<file path="config.mk">
export PLATFORM = sky130hd
export DESIGN_NAME = gated_qc_beam_statistics_core
export DESIGN_NICKNAME = d
export VERILOG_FILES = /design/src/rtl/core/gqbs_pkg.sv /design/src/rtl/core/gqbs_csr.sv /design/src/rtl/core/gqbs_ctrl.sv /design/src/rtl/core/gqbs_datapath.sv /design/src/rtl/core/gated_qc_beam_statistics_core.sv
export VERILOG_INCLUDE_DIRS = /design/src /design/src/rtl/core
export SDC_FILE = /design/constraint.sdc
export NUM_CORES = 1
export LEC_CHECK = 0
export BUFFER_PORTS_ARGS = -buffer_cell sky130_fd_sc_hd__clkbuf_2
export CORE_MARGIN = 3
export CORE_UTILIZATION = 30
export CTS_BUF_LIST = sky130_fd_sc_hd__clkbuf_16
export CTS_CLUSTER_DIAMETER = 200
export DETAILED_ROUTE_END_ITERATION = 10
export PLACE_DENSITY = 0.43
export SLEW_MARGIN = 20
export SYNTH_ARGS = -nofsm -noshare
export SYNTH_HDL_FRONTEND = slang
export SYNTH_HIERARCHICAL = 1
export SYNTH_SLANG_ARGS = --single-unit
</file>
<file path="constraint.sdc">
create_clock -name clock -period 11.5 [get_ports clock]
set_input_delay 0 -clock clock [delete_from_list [all_inputs] [get_ports clock]]
set_output_delay 0 -clock clock [all_outputs]
set_load 0.05 [all_outputs]
</file>
<file path="src/rtl/core/gated_qc_beam_statistics_core_macros.svh">
// ----------------------------------------------------------------------------
// Assertion macros
// Shared concurrent assertion forms for the beam statistics core.
// ----------------------------------------------------------------------------
`ifndef GATED_QC_BEAM_STATISTICS_CORE_MACROS_SVH
`define GATED_QC_BEAM_STATISTICS_CORE_MACROS_SVH

// same-cycle implication
`define GQBS_ASSERT_IMPL(label, clk, rst, ante, cons) \
   label: assert property (@(posedge clk) disable iff (rst) (ante) |-> (cons)) \
      else $error("gqbs: same-cycle check failed");

// next-cycle implication
`define GQBS_ASSERT_NEXT(label, clk, rst, ante, cons) \
   label: assert property (@(posedge clk) disable iff (rst) (ante) |=> (cons)) \
      else $error("gqbs: next-cycle check failed");

`endif

</file>
<file path="src/rtl/core/gqbs_pkg.sv">
// ----------------------------------------------------------------------------
// Beam statistics package
// Widths, register indexes and the control/status types of the core.
// ----------------------------------------------------------------------------
package gqbs_pkg;

   localparam int MaxGates  = 4096;
   localparam int GateW     = $clog2(MaxGates + 1);
   localparam int CountW    = $clog2(MaxGates + 1);
   localparam int CfgGateW  = 12;
   localparam int SampleW   = 16;
   localparam int SumW      = 29;
   localparam int FracW     = 8;
   localparam int MeanW     = 24;
   localparam int QuotW     = 24;
   localparam int DivShift  = QuotW - FracW;
   localparam int StepW     = $clog2(QuotW);
   localparam int TotalW    = 32;
   localparam int AddrW     = 4;
   localparam int DataW     = 32;

   typedef enum logic [1:0] {
      REG_FIRST_GATE = 2'd0,
      REG_FINAL_GATE = 2'd1,
      REG_QC_LOW     = 2'd2,
      REG_QC_HIGH    = 2'd3
   } reg_index_type;

   typedef struct packed {
      logic [CfgGateW-1:0] first_gate;
      logic [CfgGateW-1:0] final_gate;
      logic [SampleW-1:0]  qc_low;
      logic [SampleW-1:0]  qc_high;
   } cfg_type;

   typedef struct packed {
      logic accumulate;
      logic div_load;
      logic div_step;
      logic finish;
   } ctrl_cmd_type;

   typedef struct packed {
      logic count_zero;
      logic div_last;
   } dp_status_type;

endpackage

</file>
<file path="src/rtl/core/gqbs_csr.sv">
// ----------------------------------------------------------------------------
// Configuration registers
// APB-style window and threshold registers; thresholds read back with sign extension.
// ----------------------------------------------------------------------------
module gqbs_csr (
   input  logic                        clock,
   input  logic                        reset,
   input  logic                        psel,
   input  logic                        penable,
   input  logic                        pwrite,
   input  logic [gqbs_pkg::AddrW-1:0]  paddr,
   input  logic [gqbs_pkg::DataW-1:0]  pwdata,
   output logic [gqbs_pkg::DataW-1:0]  prdata,
   output logic                        pready,
   output gqbs_pkg::cfg_type           cfg
);
   import gqbs_pkg::*;

   cfg_type       cfg_ff;
   cfg_type       cfg_in;
   reg_index_type index;
   logic          wr_en;

   assign index  = reg_index_type'(paddr[AddrW-1:2]);
   assign wr_en  = psel & penable & pwrite;
   assign pready = 1'b1;
   assign cfg    = cfg_ff;

   always_comb begin
      cfg_in = cfg_ff;
      if (wr_en) begin
         unique case (index)
            REG_FIRST_GATE: cfg_in.first_gate = pwdata[CfgGateW-1:0];
            REG_FINAL_GATE: cfg_in.final_gate = pwdata[CfgGateW-1:0];
            REG_QC_LOW:     cfg_in.qc_low     = pwdata[SampleW-1:0];
            REG_QC_HIGH:    cfg_in.qc_high    = pwdata[SampleW-1:0];
            default:        cfg_in = cfg_ff;
         endcase
      end
   end

   always_comb begin
      unique case (index)
         REG_FIRST_GATE: prdata = DataW'(cfg_ff.first_gate);
         REG_FINAL_GATE: prdata = DataW'(cfg_ff.final_gate);
         REG_QC_LOW:     prdata = {{(DataW-SampleW){cfg_ff.qc_low[SampleW-1]}}, cfg_ff.qc_low};
         REG_QC_HIGH:    prdata = {{(DataW-SampleW){cfg_ff.qc_high[SampleW-1]}},
                                   cfg_ff.qc_high};
         default:        prdata = '0;
      endcase
   end

   always_ff @(posedge clock) begin
      if (reset) begin
         cfg_ff.first_gate <= '0;
         cfg_ff.final_gate <= '1;
         cfg_ff.qc_low     <= {1'b1, {(SampleW-1){1'b0}}};
         cfg_ff.qc_high    <= {1'b0, {(SampleW-1){1'b1}}};
      end else begin
         cfg_ff <= cfg_in;
      end
   end

endmodule

</file>
<file path="src/rtl/core/gqbs_ctrl.sv">
// ----------------------------------------------------------------------------
// Beam statistics controller
// Sequences accumulation, mean division and result hand-off.
// ----------------------------------------------------------------------------
module gqbs_ctrl (
   input  logic                      clock,
   input  logic                      reset,
   input  logic                      req_valid,
   input  logic                      req_beam_end,
   output logic                      req_ready,
   output logic                      rsp_valid,
   input  logic                      rsp_ready,
   input  gqbs_pkg::dp_status_type   status,
   output gqbs_pkg::ctrl_cmd_type    cmd
);
   import gqbs_pkg::*;

   typedef enum logic [3:0] {
      ST_ACCUM  = 4'b0001,
      ST_PREP   = 4'b0010,
      ST_DIVIDE = 4'b0100,
      ST_FINISH = 4'b1000
   } state_type;

   state_type state_ff;
   state_type state_in;
   logic      out_full_ff;
   logic      out_full_in;
   logic      out_free;
   logic      accept;

   assign req_ready = (state_ff == ST_ACCUM);
   assign accept    = req_valid & req_ready;
   assign rsp_valid = out_full_ff;
   assign out_free  = ~out_full_ff | rsp_ready;

   assign cmd.accumulate = accept;
   assign cmd.div_load   = (state_ff == ST_PREP);
   assign cmd.div_step   = (state_ff == ST_DIVIDE);
   assign cmd.finish     = (state_ff == ST_FINISH) & out_free;

   always_comb begin
      state_in = state_ff;
      unique case (state_ff)
         ST_ACCUM: begin
            if (accept && req_beam_end) state_in = ST_PREP;
         end
         ST_PREP: begin
            state_in = status.count_zero ? ST_FINISH : ST_DIVIDE;
         end
         ST_DIVIDE: begin
            if (status.div_last) state_in = ST_FINISH;
         end
         ST_FINISH: begin
            if (out_free) state_in = ST_ACCUM;
         end
         default: state_in = ST_ACCUM;
      endcase
   end

   always_comb begin
      out_full_in = out_full_ff;
      if (cmd.finish) begin
         out_full_in = 1'b1;
      end else if (rsp_ready) begin
         out_full_in = 1'b0;
      end
   end

   always_ff @(posedge clock) begin
      if (reset) begin
         state_ff    <= ST_ACCUM;
         out_full_ff <= 1'b0;
      end else begin
         state_ff    <= state_in;
         out_full_ff <= out_full_in;
      end
   end

endmodule

</file>
<file path="src/rtl/core/gqbs_datapath.sv">
// ----------------------------------------------------------------------------
// Beam statistics datapath
// Gate window and threshold qualification, per-beam accumulators,
// restoring mean divider and file-wide extremes with result register.
// ----------------------------------------------------------------------------
module gqbs_datapath (
   input  logic                                 clock,
   input  logic                                 reset,
   input  gqbs_pkg::cfg_type                    cfg,
   input  gqbs_pkg::ctrl_cmd_type               cmd,
   output gqbs_pkg::dp_status_type              status,
   input  logic signed [gqbs_pkg::SampleW-1:0]  req_sample,
   output logic        [gqbs_pkg::CountW-1:0]   rsp_beam_count,
   output logic signed [gqbs_pkg::SampleW-1:0]  rsp_beam_min,
   output logic signed [gqbs_pkg::SampleW-1:0]  rsp_beam_max,
   output logic signed [gqbs_pkg::MeanW-1:0]    rsp_beam_mean,
   output logic signed [gqbs_pkg::MeanW-1:0]    rsp_overall_min_mean,
   output logic signed [gqbs_pkg::MeanW-1:0]    rsp_overall_max_mean,
   output logic        [gqbs_pkg::TotalW-1:0]   rsp_overall_count,
   output logic                                 rsp_overall_valid
);
   import gqbs_pkg::*;

   logic        [GateW-1:0]   gate_index_ff, gate_index_in;
   logic signed [SumW-1:0]    run_sum_ff, run_sum_in;
   logic        [CountW-1:0]  run_count_ff, run_count_in;
   logic signed [SampleW-1:0] run_min_ff, run_min_in;
   logic signed [SampleW-1:0] run_max_ff, run_max_in;
   logic        [TotalW-1:0]  total_count_ff, total_count_in;
   logic signed [MeanW-1:0]   lowest_mean_ff, lowest_mean_in;
   logic signed [MeanW-1:0]   highest_mean_ff, highest_mean_in;
   logic                      seen_valid_ff, seen_valid_in;

   logic                      neg_ff, neg_in;
   logic        [CountW-1:0]  rem_ff, rem_in;
   logic        [QuotW-1:0]   quo_ff, quo_in;
   logic        [StepW-1:0]   step_ff, step_in;

   logic                      in_gate;
   logic                      in_range;
   logic                      take;
   logic        [SumW-1:0]    mag;
   logic        [CountW-1:0]  trial;
   logic                      fits;
   logic signed [MeanW-1:0]   mean;
   logic        [TotalW:0]    total_sum;

   assign in_gate  = (gate_index_ff < GateW'(MaxGates))
                   && (gate_index_ff >= GateW'(cfg.first_gate))
                   && (gate_index_ff <= GateW'(cfg.final_gate));
   assign in_range = (req_sample > $signed(cfg.qc_low)) && (req_sample < $signed(cfg.qc_high));
   assign take     = cmd.accumulate & in_gate & in_range;

   assign mag   = run_sum_ff[SumW-1] ? SumW'(-run_sum_ff) : SumW'(run_sum_ff);
   assign trial = {rem_ff[CountW-2:0], quo_ff[QuotW-1]};
   assign fits  = (trial >= run_count_ff);

   assign mean      = (run_count_ff == '0) ? '0
                    : (neg_ff ? $signed(-quo_ff) : $signed(quo_ff));
   assign total_sum = {1'b0, total_count_ff} + (TotalW+1)'(run_count_ff);

   assign status.count_zero = (run_count_ff == '0);
   assign status.div_last   = (step_ff == StepW'(QuotW - 1));

   always_comb begin
      gate_index_in = gate_index_ff;
      run_sum_in    = run_sum_ff;
      run_count_in  = run_count_ff;
      run_min_in    = run_min_ff;
      run_max_in    = run_max_ff;
      if (cmd.accumulate && (gate_index_ff < GateW'(MaxGates))) begin
         gate_index_in = gate_index_ff + GateW'(1);
      end
      if (take) begin
         run_sum_in   = run_sum_ff + SumW'(req_sample);
         run_count_in = run_count_ff + CountW'(1);
         if (run_count_ff == '0) begin
            run_min_in = req_sample;
            run_max_in = req_sample;
         end else begin
            if (req_sample < run_min_ff) run_min_in = req_sample;
            if (req_sample > run_max_ff) run_max_in = req_sample;
         end
      end
      if (cmd.finish) begin
         gate_index_in = '0;
         run_sum_in    = '0;
         run_count_in  = '0;
         run_min_in    = '0;
         run_max_in    = '0;
      end
   end

   always_comb begin
      neg_in  = neg_ff;
      rem_in  = rem_ff;
      quo_in  = quo_ff;
      step_in = step_ff;
      if (cmd.div_load) begin
         neg_in  = run_sum_ff[SumW-1];
         rem_in  = CountW'(mag >> DivShift);
         quo_in  = {mag[DivShift-1:0], {FracW{1'b0}}};
         step_in = '0;
      end else if (cmd.div_step) begin
         rem_in  = fits ? (trial - run_count_ff) : trial;
         quo_in  = {quo_ff[QuotW-2:0], fits};
         step_in = step_ff + StepW'(1);
      end
   end

   always_comb begin
      total_count_in  = total_count_ff;
      lowest_mean_in  = lowest_mean_ff;
      highest_mean_in = highest_mean_ff;
      seen_valid_in   = seen_valid_ff;
      if (cmd.finish && (run_count_ff != '0)) begin
         seen_valid_in  = 1'b1;
         total_count_in = total_sum[TotalW] ? '1 : total_sum[TotalW-1:0];
         if (!seen_valid_ff) begin
            lowest_mean_in  = mean;
            highest_mean_in = mean;
         end else begin
            if (mean < lowest_mean_ff)  lowest_mean_in  = mean;
            if (mean > highest_mean_ff) highest_mean_in = mean;
         end
      end
   end

   always_ff @(posedge clock) begin
      if (reset) begin
         gate_index_ff   <= '0;
         run_sum_ff      <= '0;
         run_count_ff    <= '0;
         run_min_ff      <= '0;
         run_max_ff      <= '0;
         total_count_ff  <= '0;
         lowest_mean_ff  <= '0;
         highest_mean_ff <= '0;
         seen_valid_ff   <= 1'b0;
         step_ff         <= '0;
      end else begin
         gate_index_ff   <= gate_index_in;
         run_sum_ff      <= run_sum_in;
         run_count_ff    <= run_count_in;
         run_min_ff      <= run_min_in;
         run_max_ff      <= run_max_in;
         total_count_ff  <= total_count_in;
         lowest_mean_ff  <= lowest_mean_in;
         highest_mean_ff <= highest_mean_in;
         seen_valid_ff   <= seen_valid_in;
         step_ff         <= step_in;
      end
   end

   always_ff @(posedge clock) begin
      neg_ff <= neg_in;
      rem_ff <= rem_in;
      quo_ff <= quo_in;
   end

   // result register, loaded with the updated file-wide figures
   always_ff @(posedge clock) begin
      if (cmd.finish) begin
         rsp_beam_count       <= run_count_ff;
         rsp_beam_min         <= run_min_ff;
         rsp_beam_max         <= run_max_ff;
         rsp_beam_mean        <= mean;
         rsp_overall_min_mean <= lowest_mean_in;
         rsp_overall_max_mean <= highest_mean_in;
         rsp_overall_count    <= total_count_in;
         rsp_overall_valid    <= seen_valid_in;
      end
   end

endmodule

</file>
<file path="src/rtl/core/gated_qc_beam_statistics_core.sv">
// ----------------------------------------------------------------------------
// Gated QC beam statistics core
// Per-beam count, sum, extremes and mean of gated, thresholded samples,
// with file-wide mean extremes and a saturating total count.
// ----------------------------------------------------------------------------
//   channel   direction  handshake             transaction
//   req_      in         req_valid/req_ready   one gate sample, beam_end flag
//   rsp_      out        rsp_valid/rsp_ready   one beam summary
//   csr       in         psel/penable/pready   register write or read
//
// Samples are taken one per cycle while req_ready is high. The sample flagged
// beam_end is followed by a set-up state, the restoring divider (one mean bit a
// cycle) and a finish state, without intake; a beam with no samples skips the divider.
// The finish cycle waits while the result register is still full.
// Synchronous reset; no clearing pass.
module gated_qc_beam_statistics_core (
   input  logic                                 clock,
   input  logic                                 reset,
   input  logic                                 req_valid,
   output logic                                 req_ready,
   input  logic signed [gqbs_pkg::SampleW-1:0]  req_sample,
   input  logic                                 req_beam_end,
   output logic                                 rsp_valid,
   input  logic                                 rsp_ready,
   output logic        [gqbs_pkg::CountW-1:0]   rsp_beam_count,
   output logic signed [gqbs_pkg::SampleW-1:0]  rsp_beam_min,
   output logic signed [gqbs_pkg::SampleW-1:0]  rsp_beam_max,
   output logic signed [gqbs_pkg::MeanW-1:0]    rsp_beam_mean,
   output logic signed [gqbs_pkg::MeanW-1:0]    rsp_overall_min_mean,
   output logic signed [gqbs_pkg::MeanW-1:0]    rsp_overall_max_mean,
   output logic        [gqbs_pkg::TotalW-1:0]   rsp_overall_count,
   output logic                                 rsp_overall_valid,
   input  logic                                 psel,
   input  logic                                 penable,
   input  logic                                 pwrite,
   input  logic        [gqbs_pkg::AddrW-1:0]    paddr,
   input  logic        [gqbs_pkg::DataW-1:0]    pwdata,
   output logic        [gqbs_pkg::DataW-1:0]    prdata,
   output logic                                 pready
);
   import gqbs_pkg::*;

   `include "gated_qc_beam_statistics_core_macros.svh"

   cfg_type       cfg;
   ctrl_cmd_type  cmd;
   dp_status_type status;

   gqbs_csr u_csr (
      .clock   (clock),
      .reset   (reset),
      .psel    (psel),
      .penable (penable),
      .pwrite  (pwrite),
      .paddr   (paddr),
      .pwdata  (pwdata),
      .prdata  (prdata),
      .pready  (pready),
      .cfg     (cfg)
   );

   gqbs_ctrl u_ctrl (
      .clock        (clock),
      .reset        (reset),
      .req_valid    (req_valid),
      .req_beam_end (req_beam_end),
      .req_ready    (req_ready),
      .rsp_valid    (rsp_valid),
      .rsp_ready    (rsp_ready),
      .status       (status),
      .cmd          (cmd)
   );

   gqbs_datapath u_datapath (
      .clock                (clock),
      .reset                (reset),
      .cfg                  (cfg),
      .cmd                  (cmd),
      .status               (status),
      .req_sample           (req_sample),
      .rsp_beam_count       (rsp_beam_count),
      .rsp_beam_min         (rsp_beam_min),
      .rsp_beam_max         (rsp_beam_max),
      .rsp_beam_mean        (rsp_beam_mean),
      .rsp_overall_min_mean (rsp_overall_min_mean),
      .rsp_overall_max_mean (rsp_overall_max_mean),
      .rsp_overall_count    (rsp_overall_count),
      .rsp_overall_valid    (rsp_overall_valid)
   );

   `GQBS_ASSERT_IMPL(a_empty_beam_zero, clock, reset,
      rsp_valid && (rsp_beam_count == '0),
      (rsp_beam_mean == '0) && (rsp_beam_min == '0) && (rsp_beam_max == '0))
   `GQBS_ASSERT_IMPL(a_extremes_order, clock, reset,
      rsp_valid && (rsp_beam_count != '0),
      rsp_overall_valid && (rsp_beam_min <= rsp_beam_max)
      && (rsp_overall_min_mean <= rsp_overall_max_mean))
   `GQBS_ASSERT_IMPL(a_total_covers_beam, clock, reset,
      rsp_valid, rsp_overall_count >= TotalW'(rsp_beam_count))
   `GQBS_ASSERT_NEXT(a_beam_end_stalls, clock, reset,
      req_valid && req_ready && req_beam_end, !req_ready)

endmodule

</file>
Word-level counts from Yosys, hierarchy flattened
Cells that the tools add are included.
Widths: inputs -> output; s select.
{ "totals": {"regBits": 421, "word_cells": 116, "out_inout_bits": 185, "in_bits": 60} }
{ "classes": {"n_bitwise": 8, "reduce_logical": 22, "eq_ne": 11, "add_sub_neg": 8, "order_cmp": 10, "n_mux": 29} }
{ "ops": {"columns": ["operator", "n"], "rows": [
  ["$mux 24", 10],
  ["$pmux 32 s4", 1],
  ["$mux 16", 4],
  ["$mux 32", 2],
  ["$mux 12", 3],
  ["$add 32x13->33", 1],
  ["$gt 16x16->1", 2],
  ["$lt 16x16->1", 2],
  ["$add 29x16->29", 1],
  ["$mux 28", 1],
  ["$neg 28->28", 1],
  ["$add 13x1->13 const B", 2],
  ["$gt 24x24->1", 1],
  ["$lt 24x24->1", 1],
  ["$neg 24->24", 1],
  ["$mux 4", 4],
  ["$pmux 4 s4", 1],
  ["$ge 13x12->1", 1],
  ["$ge 13x13->1", 1],
  ["$le 13x12->1", 1],
  ["$logic_not 13->1", 1],
  ["$lt 13x13->1 const B", 1],
  ["$reduce_bool 13->1", 1],
  ["$reduce_and 2->1", 6],
  ["20 further kinds", 38]
]} }

Depth between registers and ports, before layout
Gate-level depths: netlist of run 1.
{ "logic_depth": {"word_depth": 7, "depth_mapped": 19, "mapped_depth_nobuf": 16} }

By module
Netlist of run 1, hierarchy kept.
{ "by_module_without_submodules": {"columns": ["mod", "cells_per_inst", "instances", "seq_area_each_um2", "area_each_um2"], "rows": [
  ["gqbs_datapath", 2185, 1, 8998.6, 21135.3],
  ["gqbs_csr", 263, 1, 1121.1, 2733.9],
  ["gqbs_ctrl", 31, 1, 100.1, 299.0]
]} }

Worst setup path after synthesis of run 1
Ideal clock, no wire load.
{ "synth_timing": {"kind": "register to register", "startpoint": "register u_datapath.quo_ff[13]", "endpoint": "register u_datapath/rsp_overall_max_mean[22] (netlist name), data pin", "setup_ps": 262, "synth_period_minus_slack_ps": 4326, "arrival_time_ps": 4064, "setup_slack_ps": 7174, "t_required_ps": 11238, "n_path_buf": 2, "path_stages_with_launch": 17, "cell_sequence": "edfxtp_1 > or4_1 > nor2_1 > nand3_2 > o41ai_2 > xnor2_1 > nor2_4 > ha_1 > nand4_1 > nor4_2 > nand3_1 > or3_1 > a31o_2 > o21ai_2 > buf_6 > buf_8 > mux2_1"} }
{ "synth_via": {"elab_chain_len": 7} }
{ "synth_rtl": {"columns": ["item", "line", "text"], "rows": [
  ["start: declaration", "gqbs_datapath.sv:36", "logic [QuotW-1:0] quo_ff, quo_in;"],
  ["start signal: assignment", "gqbs_datapath.sv:158", "quo_ff <= quo_in;"],
  ["$neg 24->24", "gqbs_datapath.sv:59", ": (neg_ff ? $signed(-quo_ff) : $signed(quo_ff));"],
  ["$mux 24", "gqbs_datapath.sv:59", null],
  ["$mux 24", "gqbs_datapath.sv:58", "assign mean = (run_count_ff == '0) ? '0"],
  ["via u_datapath.mean[23]", "gqbs_datapath.sv:45", "logic signed [MeanW-1:0] mean;"],
  ["$gt 24x24->1", "gqbs_datapath.sv:124", "if (mean > highest_mean_ff) highest_mean_in = mean;"],
  ["$mux 24", "gqbs_datapath.sv:124", null],
  ["$mux 24", "gqbs_datapath.sv:119", "if (!seen_valid_ff) begin"],
  ["$mux 24", "gqbs_datapath.sv:116", "if (cmd.finish && (run_count_ff != '0)) begin"],
  ["via u_datapath.highest_mean_in[22]", "gqbs_datapath.sv:31", "logic signed [MeanW-1:0] highest_mean_ff, highest_mean_in;"],
  ["end signal: assignment", "gqbs_datapath.sv:169", "rsp_overall_max_mean <= highest_mean_in;"],
  ["end: declaration", "gqbs_datapath.sv:18", "output logic signed [gqbs_pkg::MeanW-1:0] rsp_overall_max_mean,"]
]} }
The timed path passes the listed nets, and every way through them passes these cells.
A chain may end at the register's enable or synchronous reset.

Worst setup path after layout of run 1
{ "layout_timing": {"startpoint": "register u_datapath.run_count_ff[1]", "endpoint": "register u_datapath/rsp_overall_max_mean[4] (netlist name), data pin"} }
{ "layout_via": {"elab_chain_len": 6} }
{ "layout_rtl": {"columns": ["item", "line", "text"], "rows": [
  ["start: declaration", "gqbs_datapath.sv:26", "logic [CountW-1:0] run_count_ff, run_count_in;"],
  ["start signal: assignment", "gqbs_datapath.sv:144", "run_count_ff <= run_count_in;"],
  ["$logic_not 13->1", "gqbs_datapath.sv:58", null],
  ["$mux 24", "gqbs_datapath.sv:58", null],
  ["via u_datapath.mean[20]", "gqbs_datapath.sv:45", null],
  ["$gt 24x24->1", "gqbs_datapath.sv:124", null],
  ["$mux 24", "gqbs_datapath.sv:124", null],
  ["$mux 24", "gqbs_datapath.sv:119", null],
  ["$mux 24", "gqbs_datapath.sv:116", null],
  ["via u_datapath.highest_mean_in[4]", "gqbs_datapath.sv:31", null]
]} }
The timed path passes the listed nets, and every way through them passes these cells.

==> metrics.cfg, run 1 <==
[status]
status = finished, final reports clean

[grt]
grt_max_degree = 121
antenna_found_initial = 1
grt_util_met2_pct = 27.7
use_met3_pct = 2.34
grtUsageMet1_pct = 20.5
grt_usage_pct = 15.8
grt_first_pass_wirelength_mm = 108
busiest_layer = met2
grt_pass1_vias = 18800
grt-ovfl-total = 0

[placed_design]
hpwl_mm = 49.1
gp_congestion = 0.824
port_buffers = 225
dpl.cell_count = 3647

[clock_tree]
cts_buffers = 53
cts_tree = done
cts-resized-gates = 0
clock_sinks = 421
cts_buffer_depth = 3
hold_buffers = 35
htreeDepth = 2
cts.clk_slew.worst_paths_ns = 0.06
cts-root-buf = clkbuf_16
cts_setup_buffers = 0
clk_latency_ns = 0.61

[timing]
fin_crit_sh_pct = 48.3
max_slew_margin_pct = 29.4
finalSetupTns_ns = 0
setup_violations = 0
hold_viol = 0
rsz0062_at_grt = no
worst_pin_slew_ns = 1.06
skew_ns = 0.0279
min_period_ns = 5.55
maxSlewViolCount = 0
max_freq_mhz = 180

[drt]
ant_nets = 0
drt-total-wl_mm = 68.1
drc = 0
drtIter0Drc = 763
dr.pass1.iters = 5
vias = 18600
via_per_inst = 4.93
wl_per_cell_um = 18.0

[worst_setup_path]
crit_buf_inv = 2
required_ns = 11.83
reg2regPathDepth = 14
slowest_delay_ns = 0.78
startpoint_type = register
crit_type = reg -> reg
crit_chain = inv_1 > ha_1 > nor4b_1 > and3_2 > nor2_1 > ha_1 > nand4_1 > nor4_2 > nand3_1 > or3_1 > a31o_2 > o21ai_4 > buf_4 > mux2_2
timing.rr.start = u_datapath/run_count_ff[1]$_SDFFE_PP0P_
worstPathMaxFanout = 40
critPathSlowestCell = and3_2
arrival_ns = 5.88
crit_path_frequent_cell = ha_1
r2r-end = u_datapath/rsp_overall_max_mean[4]$_DFFE_PP_
crit_path_end_kind = register
r2r_setup_slack_ns = 5.95
crit_family = simple AND/OR/NAND/NOR gates

[power_and_ir_drop]
switching_power_uw = 983
seqPwrFrac_pct = 43.5
peakVddDrop_mv = 0.122
combPwrFrac_pct = 11.5
cellPowerDensity_nw_per_um2 = 130
total_power_mw = 3.68
power.share.switching_pct = 26.7
power_leakage_nw = 11.6
clockPowerShare_pct = 44.9
p_int_mw = 2.70

[yosys]
yosys_warnings = 6
ys.flop_type = dfxtp_1
synth_edf_count = 179
ys_async_sr_fraction_pct = 0
synth_area_um2 = 24200
synth_cell_types = 96
syn_nets = 2735
ys_seq_elements = 421
yosysSeqAreaShare_pct = 42.3
synthCells = 2479
syn_area_per_cell_um2 = 9.75

[final_layout]
layout_common_cells = dfxtp_1, clkbuf_2, nor2_1
finalNetCount = 2944
drive_gt1_share_pct = 16.0
layout.cells.non_filler = 3785
final_common_cell = dfxtp_1
syn_to_final_growth_pct = 17.0

[floorplanning]
io_pins = 245
die_w_um = 290
die_y_um = 290
core_area_um2 = 79400
rows = 103
die_area_um2 = 84000
start_util_pct = 30.4

[hold_path]
min_path_cells = 3
min_from = req_sample[15]
min_to = u_datapath/run_max_ff[15]$_SDFFE_PP0P_
worstHoldPathType = in -> reg

[flow_run]
maxCapViolCount = 0

Yosys cell counts (6+ instances only):
cell type | number | area (µm²)
dfxtp_1 | 242 | 4840
nor2_1 | 205 | 769
ha_1 | 193 | 2410
nand2_1 | 191 | 717
edfxtp_1 | 179 | 5380
inv_1 | 172 | 646
a21oi_1 | 135 | 676
mux2i_1 | 120 | 1200
o21ai_0 | 105 | 526
nand2b_1 | 82 | 513
clkbuf_1 | 70 | 263
nor2b_1 | 66 | 413
nor3_1 | 61 | 305
xor2_1 | 61 | 534
mux2_2 | 57 | 642
nand3_1 | 46 | 230
xnor2_1 | 45 | 394
nand4_1 | 33 | 206
a211oi_1 | 30 | 225
a21o_1 | 30 | 225
buf_4 | 24 | 180
a31oi_1 | 20 | 125
or3_1 | 20 | 125
buf_2 | 18 | 90.1
o21a_1 | 18 | 135
and3_1 | 17 | 106
o31ai_1 | 16 | 120
nor4_1 | 13 | 81.3
mux4_2 | 12 | 270
o41ai_1 | 12 | 105
and4_1 | 9 | 78.8
nand3b_1 | 8 | 60.1
o211ai_1 | 8 | 60.1
or4_1 | 8 | 60.1
a22o_1 | 7 | 61.3
and2_1 | 7 | 43.8
o311ai_0 | 7 | 61.3
or2_2 | 7 | 43.8
a2111oi_0 | 6 | 52.6
a311oi_1 | 6 | 52.6
buf_1 | 6 | 22.5
mux2_1 | 6 | 67.6
cells by family (layout without fill, tap and decap cells):
group / Yosys count / in the layout / share of synthesized area [%]
other: 1 / 3 / 0.0155
adders and majority gates: 196 / 196 / 10.2
xor gates and xnor gates: 106 / 106 / 3.84
DFF: 421 / 421 / 42.3
muxes: 196 / 196 / 9.09
buffers and inverters: 298 / 552 / 5.34
AOI/OAI and AO/OA: 457 / 457 / 12.4
and+or+nand+nor: 804 / 804 / 16.8
worst max path at each step:
stage	start	end	slack, ns	depth (start not counted)
2_1_floorplan	u_datapath/quo_ff[13]$_DFFE_PP_	u_datapath/rsp_overall_max_mean[22]$_DFFE_PP_	7.17	16
3_3_place_gp	u_datapath/run_count_ff[1]$_SDFFE_PP0P_	u_datapath/rsp_overall_max_mean[0]$_DFFE_PP_	5.86	14
3_5_place_dp	u_datapath/run_count_ff[1]$_SDFFE_PP0P_	u_datapath/rsp_overall_max_mean[4]$_DFFE_PP_	5.84	14
4_1_cts	u_datapath/run_count_ff[1]$_SDFFE_PP0P_	u_datapath/rsp_overall_max_mean[4]$_DFFE_PP_	5.82	14
5_1_grt	u_datapath/run_count_ff[1]$_SDFFE_PP0P_	u_datapath/rsp_overall_max_mean[4]$_DFFE_PP_	5.41	14
6_report	u_datapath/run_count_ff[1]$_SDFFE_PP0P_	u_datapath/rsp_overall_max_mean[4]$_DFFE_PP_	5.95	14
sequential cells by signal, indices dropped and copies added, names as in the netlist, 24 cells and up:
signal,cells
u_datapath/rsp_overall_max_mean,24
u_datapath/total_count_ff,32
u_csr/cfg,56
u_datapath/quo_ff,24
u_datapath/highest_mean_ff,24
u_datapath/lowest_mean_ff,24
u_datapath/rsp_overall_count,32
u_datapath/run_sum_ff,29
u_datapath/rsp_beam_mean,24
u_datapath/rsp_overall_min_mean,24
layout make-up:
class / instances / area [µm²]
multi-input cells: 1760 / 12700
clock buffers: 54 / 1350
repair buffers: 279 / 1640
well taps: 1050 / 1310
flip-flops and latches: 421 / 10200
inverters: 173 / 649
fillers: 8193 / 51100
clock inverters: 46 / 383
diodes: 2 / 5.00
routing by layer:
layer  up-vias  wire length [µm]
met5         -                 0
met4         0              1360
met3        84              2280
met2       289             32900
met1      8985             31600
li1       9289                 -
power groups by stage:
stage	clock [mW]	combinational, mW	sequential, mW
after global placement	0	0.413	1.63
after floorplan	0	0.308	1.62
after detailed placement	0	0.418	1.63
after global routing	1.78	0.473	1.60
final	1.65	0.425	1.60
after CTS	1.72	0.429	1.60
worst min-delay path, stage by stage:
cell and delay [ns]:
clkbuf_2 0.40, nand2_1 0.21, mux2i_1 0.07
per-stage QoR:
step	hold WS, ns	util (%)	instance area [µm²]	worst slack, ns
after floorplan	0.0691	-	24200	7.17
after global placement	0.260	33.0	26200	5.86
after detailed placement	0.269	33.0	26200	5.84
after CTS	0.126	35.6	28300	5.82
after global routing	0.149	35.6	28300	5.41
final	0.153	35.6	28300	5.95
Power figures use the tool's default switching activity.
==> run 2, diff against run 1 <==
==> constraint.sdc (replaced) <==
create_clock -name clock -period 5.75 [get_ports clock]
set_input_delay 0 -clock clock [delete_from_list [all_inputs] [get_ports clock]]
set_output_delay 0 -clock clock [all_outputs]
set_load 0.05 [all_outputs]
==> metrics.cfg, run 2 (synthesis gave the netlist of run 1 again) <==
[hold_path]
worstHoldPathType = in -> reg

[clock_tree]
clk_latency_ns = 0.62  ; about the same
hold_buffers = 35  ; unchanged
clock_sinks = 421  ; unchanged
cts-resized-gates = 0  ; unchanged
cts.clk_slew.worst_paths_ns = 0.06  ; about the same
htreeDepth = 2  ; unchanged
cts-root-buf = clkbuf_16
cts_buffers = 53  ; unchanged
cts_tree = done
cts_buffer_depth = 3  ; unchanged
cts_setup_buffers = 0  ; unchanged

[worst_setup_path]
crit_type = reg -> reg
r2r_setup_slack_ns = 0.73  ; -5.22 ns
required_ns = 6.09  ; -5.74 ns
worstPathMaxFanout = 29  ; -28%
crit_end = u_datapath/rsp_overall_max_mean[10]$_DFFE_PP_
startpoint = u_datapath/quo_ff[13]$_DFFE_PP_
crit_path_end_kind = register
startpoint_type = register
r2r-end = u_datapath/rsp_overall_max_mean[10]$_DFFE_PP_
reg2regPathDepth = 16  ; +2
arrival_ns = 5.37  ; -0.51 ns
timing.rr.start = u_datapath/quo_ff[13]$_DFFE_PP_

[floorplanning]
die_area_um2 = 84000  ; unchanged
start_util_pct = 30.4  ; unchanged
rows = 103  ; unchanged
die_y_um = 290  ; unchanged
io_pins = 245  ; unchanged
die_w_um = 290  ; unchanged
core_area_um2 = 79400  ; unchanged

[timing]
skew_ns = 0.0336  ; +0.00577 ns
min_period_ns = 5.02  ; -0.528 ns
finalSetupTns_ns = 0  ; unchanged
max_freq_mhz = 199  ; +11%
maxSlewViolCount = 0  ; unchanged
fin_crit_sh_pct = 87.4  ; +39 points
setup_violations = 0  ; unchanged
worst_pin_slew_ns = 1.02  ; -0.0343 ns
rsz0062_at_grt = no
max_slew_margin_pct = 31.5  ; +2.1 points
hold_viol = 0  ; unchanged

[grt]
grt_pass1_vias = 18900  ; +0.73%
grt_first_pass_wirelength_mm = 108  ; +0.42%
grt_max_degree = 115  ; -5.0%
antenna_found_initial = 1  ; unchanged
grt-ovfl-total = 0  ; unchanged
grt_usage_pct = 15.9  ; +0.044 points

[placed_design]
hpwl_mm = 49.7  ; +1.4%
port_buffers = 225  ; unchanged
gp_congestion = 0.825  ; about the same
dpl.cell_count = 3661  ; +0.38%

[final_layout]
layout_common_cells = dfxtp_1, clkbuf_2, nor2_1
fill_cells = 8078  ; -1.4%
drive_gt1_share_pct = 16.3  ; +0.29 points
syn_to_final_growth_pct = 17.5
largest_reg_flops = 56  ; unchanged
finalNetCount = 2957  ; +0.44%
final_common_cell = dfxtp_1
fin_util_pct = 35.8  ; +0.16 points
layout.cells.non_filler = 3797  ; +0.32%

[drt]
dr.pass1.iters = 5  ; unchanged
wl_per_cell_um = 18.0  ; about the same
ant_nets = 0  ; unchanged
vias = 18600  ; -0.070%
drc = 0  ; unchanged
drt-total-wl_mm = 68.3  ; +0.25%
drtIter0Drc = 898  ; +18%
via_per_inst = 4.91  ; -0.39%

[power_and_ir_drop]
peakVddDrop_mv = 0.221  ; +80%
cellPowerDensity_nw_per_um2 = 261  ; +100%
power_leakage_nw = 11.7  ; +0.83%
total_power_mw = 7.42  ; +100%

[flow_run]
maxCapViolCount = 0  ; unchanged

[status]
status = finished, final reports clean

run 2: worst min path at each step:
stage | start | to | slack [ns] | cells after the start
2_1_floorplan | reset | u_ctrl/rsp_valid$_SDFFE_PP0P_ | 0.07 | 1
3_3_place_gp | pwdata[14] | u_csr/cfg[30]$_SDFFE_PP0P_ | 0.26 | 3
3_5_place_dp | pwdata[12] | u_csr/cfg[28]$_SDFFE_PP0P_ | 0.28 | 3
4_1_cts | req_sample[15] | u_datapath/run_max_ff[15]$_SDFFE_PP0P_ | 0.11 | 3
5_1_grt | penable | u_csr/cfg[30]$_SDFFE_PP0P_ | 0.15 | 4
6_report | req_sample[15] | u_datapath/run_min_ff[15]$_SDFFE_PP0P_ | 0.14 | 3
run 2: stage by stage:
step           instance area, µm²  hold slack, ns  setup slack, ns
5_1_grt                     28400           0.152            0.339
3_3_place_gp                26300           0.262            0.766
3_5_place_dp                26300           0.279            0.727
6_report                    28400           0.139            0.726
2_1_floorplan               24200          0.0691             1.42
4_1_cts                     28400           0.108            0.686
run 2: metal layers:
metal / track usage (%) / routed length (µm)
met1: 20.5 / 31500
met2: 27.5 / 32500
met3: 2.37 / 2590
met4: 4.57 / 1700
met5: 0 / 0
run 2: worst max-delay path: stages (launching register included):
cell      delay (ns)
edfxtp_1        0.47
or4_1           0.62
nor2_1          0.15
nand3_2         0.13
o31ai_1         0.27
xor2_1          0.22
nor2_1          0.06
buf_4           0.17
ha_1            0.29
nand4_1         0.17
nor4_2          0.38
nand3_1         0.13
or3_1           0.41
a31o_2          0.29
o21ai_4         0.36
buf_12          0.26
mux2_2          0.36
run 2: area by class of cell:
type	count	area, µm²	area share (%)
clock buffers	53	1330	4.67
flip-flops and latches	421	10200	36.0
multi-input cells	1760	12700	44.8
repair buffers	292	1740	6.11
inverters	173	649	2.29
well taps	1050	1310	4.63
clock inverters	47	439	1.55
diodes	1	2.50	0.00881
run 2: report_power, final:
part           internal (mW)  total (mW)  switching, mW
Clock                   2.00        3.36           1.37
Combinational          0.319       0.854          0.535
Sequential              3.14        3.20         0.0570
Total                   5.46        7.42           1.96
==> run 3, diff against run 2 <==
--- a/config.mk
+++ b/config.mk
@@ -6,13 +6,13 @@
 export SDC_FILE = /design/constraint.sdc
 export NUM_CORES = 1
 export LEC_CHECK = 0
-export BUFFER_PORTS_ARGS = -buffer_cell sky130_fd_sc_hd__clkbuf_2
+export BUFFER_PORTS_ARGS = -buffer_cell sky130_fd_sc_hd__buf_2
 export CORE_MARGIN = 3
-export CORE_UTILIZATION = 30
-export CTS_BUF_LIST = sky130_fd_sc_hd__clkbuf_16
+export CORE_UTILIZATION = 40
+export CTS_BUF_LIST = sky130_fd_sc_hd__clkbuf_8
 export CTS_CLUSTER_DIAMETER = 200
 export DETAILED_ROUTE_END_ITERATION = 10
-export PLACE_DENSITY = 0.43
+export PLACE_DENSITY = 0.55
 export SLEW_MARGIN = 20
 export SYNTH_ARGS = -nofsm -noshare
 export SYNTH_HDL_FRONTEND = slang
==> metrics.cfg, run 3 (synthesis gave the netlist of run 1 again) <==
[status]
status = finished, final reports clean

[timing]
finalSetupTns_ns = 0  ; unchanged
min_period_ns = 5.13  ; +0.109 ns
skew_ns = 0.0527  ; +0.0190 ns
worst_pin_slew_ns = 1.03  ; +0.00788 ns
max_slew_margin_pct = 31.0  ; -0.52 points
fin_crit_sh_pct = 89.3  ; +1.9 points
max_freq_mhz = 195  ; -2.1%
hold_viol = 0  ; unchanged
rsz0062_at_grt = no
setup_violations = 0  ; unchanged
maxSlewViolCount = 0  ; unchanged

[worst_setup_path]
critPathSlowestCell = or4_4
crit_buf_inv = 1  ; -1
crit_path_end_kind = register
crit_family = simple AND/OR/NAND/NOR gates
slowest_delay_ns = 0.55  ; -0.07 ns
crit_chain = or4_4 > o41ai_4 > nand2_1 > xnor2_1 > nor2_1 > ha_1 > nand4_1 > nor4_2 > nand3_1 > or3_1 > a31o_2 > o21ai_4 > buf_12 > mux2_2
startpoint_type = register
worstPathMaxFanout = 38  ; +31%
crit_type = reg -> reg
arrival_ns = 5.51  ; +0.14 ns
required_ns = 6.13  ; +0.04 ns

[clock_tree]
cts_tree = done
clock_sinks = 421  ; unchanged
cts_setup_buffers = 0  ; unchanged
cts_buffer_depth = 3  ; unchanged
cts_buffers = 77  ; +45%
cts-root-buf = clkbuf_8
cts.clk_slew.worst_paths_ns = 0.05  ; about the same
clk_latency_ns = 0.66  ; +0.04 ns
cts-resized-gates = 0  ; unchanged
hold_buffers = 38  ; +8.6%
htreeDepth = 3  ; +1

[placed_design]
port_buffers = 225  ; unchanged
hpwl_mm = 45.2  ; -9.1%
gp_congestion = 0.887  ; +7.5%

[floorplanning]
io_pins = 245  ; unchanged
die_y_um = 252  ; -13%
die_area_um2 = 63400  ; -25%
core_area_um2 = 59400  ; -25%
rows = 89  ; -14%
die_w_um = 252  ; -13%
start_util_pct = 40.7  ; +10 points

[final_layout]
layout_common_cells = dfxtp_1, buf_2, nor2_1
largest_reg_flops = 56  ; unchanged
fill_cells = 5644  ; -30%
syn_to_final_growth_pct = 15.2
final_common_cell = dfxtp_1
drive_gt1_share_pct = 16.8  ; +0.51 points
multiInputGateArea_um2 = 12700  ; +0.19%
finalNetCount = 2976  ; +0.64%
regArea_um2 = 10200  ; unchanged

[power_and_ir_drop]
peakVddDrop_mv = 0.144  ; -35%
cellPowerDensity_nw_per_um2 = 248  ; -5.2%
power_leakage_nw = 11.6  ; -0.76%
total_power_mw = 6.89  ; -7.1%

[drt]
drtIter0Drc = 1015  ; +13%
drt-total-wl_mm = 62.4  ; -8.6%
dr.pass1.iters = 5  ; unchanged
drc = 0  ; unchanged
via_per_inst = 5.30  ; +7.9%
wl_per_cell_um = 17.6  ; -2.3%
vias = 18800  ; +1.0%
ant_nets = 0  ; unchanged

[grt]
antenna_found_initial = 1  ; unchanged
grt_max_degree = 86  ; -25%
grt-ovfl-total = 0  ; unchanged
grt_usage_pct = 19.3  ; +3.4 points
grt_first_pass_wirelength_mm = 98.7  ; -8.8%
grt_pass1_vias = 18600  ; -2.0%

[flow_run]
maxCapViolCount = 0  ; unchanged

[hold_path]
worstHoldPathType = in -> reg

run 3: worst paths after layout:
kind	start	end	slack (ns)	cells after the start
max	u_datapath/quo_ff[9]$_DFFE_PP_	u_datapath/rsp_overall_max_mean[8]$_DFFE_PP_	0.62	14
min	penable	u_csr/cfg[26]$_SDFFE_PP0P_	0.09	4
max reg2reg	u_datapath/quo_ff[9]$_DFFE_PP_	u_datapath/rsp_overall_max_mean[8]$_DFFE_PP_	0.62	14
min reg2reg	u_datapath/run_min_ff[6]$_SDFFE_PP0P_	u_datapath/rsp_beam_min[6]$_DFFE_PP_	0.46	0
run 3: area by class of cell:
class                      instances  area share (%)
clock buffer                      88            4.35
clock inverter                    52            1.19
multi-input combinational       1760            45.8
inverter                         173            2.33
antenna                            1         0.00899
sequential                       421            36.7
tap                              773            3.47
timing repair buffer             287            6.15
run 3: stage by stage:
| stage | hold WS [ns] | cells | area [µm²] | utilization, % | setup WS, ns |
|---|---|---|---|---|---|
| 2_1_floorplan | 0.0691 | 2479 | 24200 | - | 1.42 |
| 3_3_place_gp | 0.268 | 3375 | 25900 | 43.6 | 0.701 |
| 3_5_place_dp | 0.282 | 3375 | 25900 | 43.6 | 0.622 |
| 4_1_cts | 0.0303 | 3553 | 27800 | 46.8 | 0.587 |
| 5_1_grt | 0.0807 | 3555 | 27800 | 46.9 | 0.278 |
| 6_report | 0.0884 | 3555 | 27800 | 46.9 | 0.617 |
run 3: worst register-to-register path, stage by stage, from the launching register on:
cell and delay [ns]:
edfxtp_1 0.44, or4_4 0.55, o41ai_4 0.46, nand2_1 0.12, xnor2_1 0.17, nor2_1 0.39
ha_1 0.24, nand4_1 0.22, nor4_2 0.38, nand3_1 0.13, or3_1 0.42, a31o_2 0.29
o21ai_4 0.39, buf_12 0.29, mux2_2 0.40
run 3: power by group:
group	internal, mW	switching [mW]	leakage, nW
clock network	1.58	1.27	0.886
registers	3.14	0.0573	3.55
logic	0.320	0.524	7.20
run 3: routing by layer:
metal	GRT usage, %	part of all wire [%]
met3	3.24	3.7
met2	33.5	48
met5	0	0
met1	24.3	45
met4	6.74	3.0
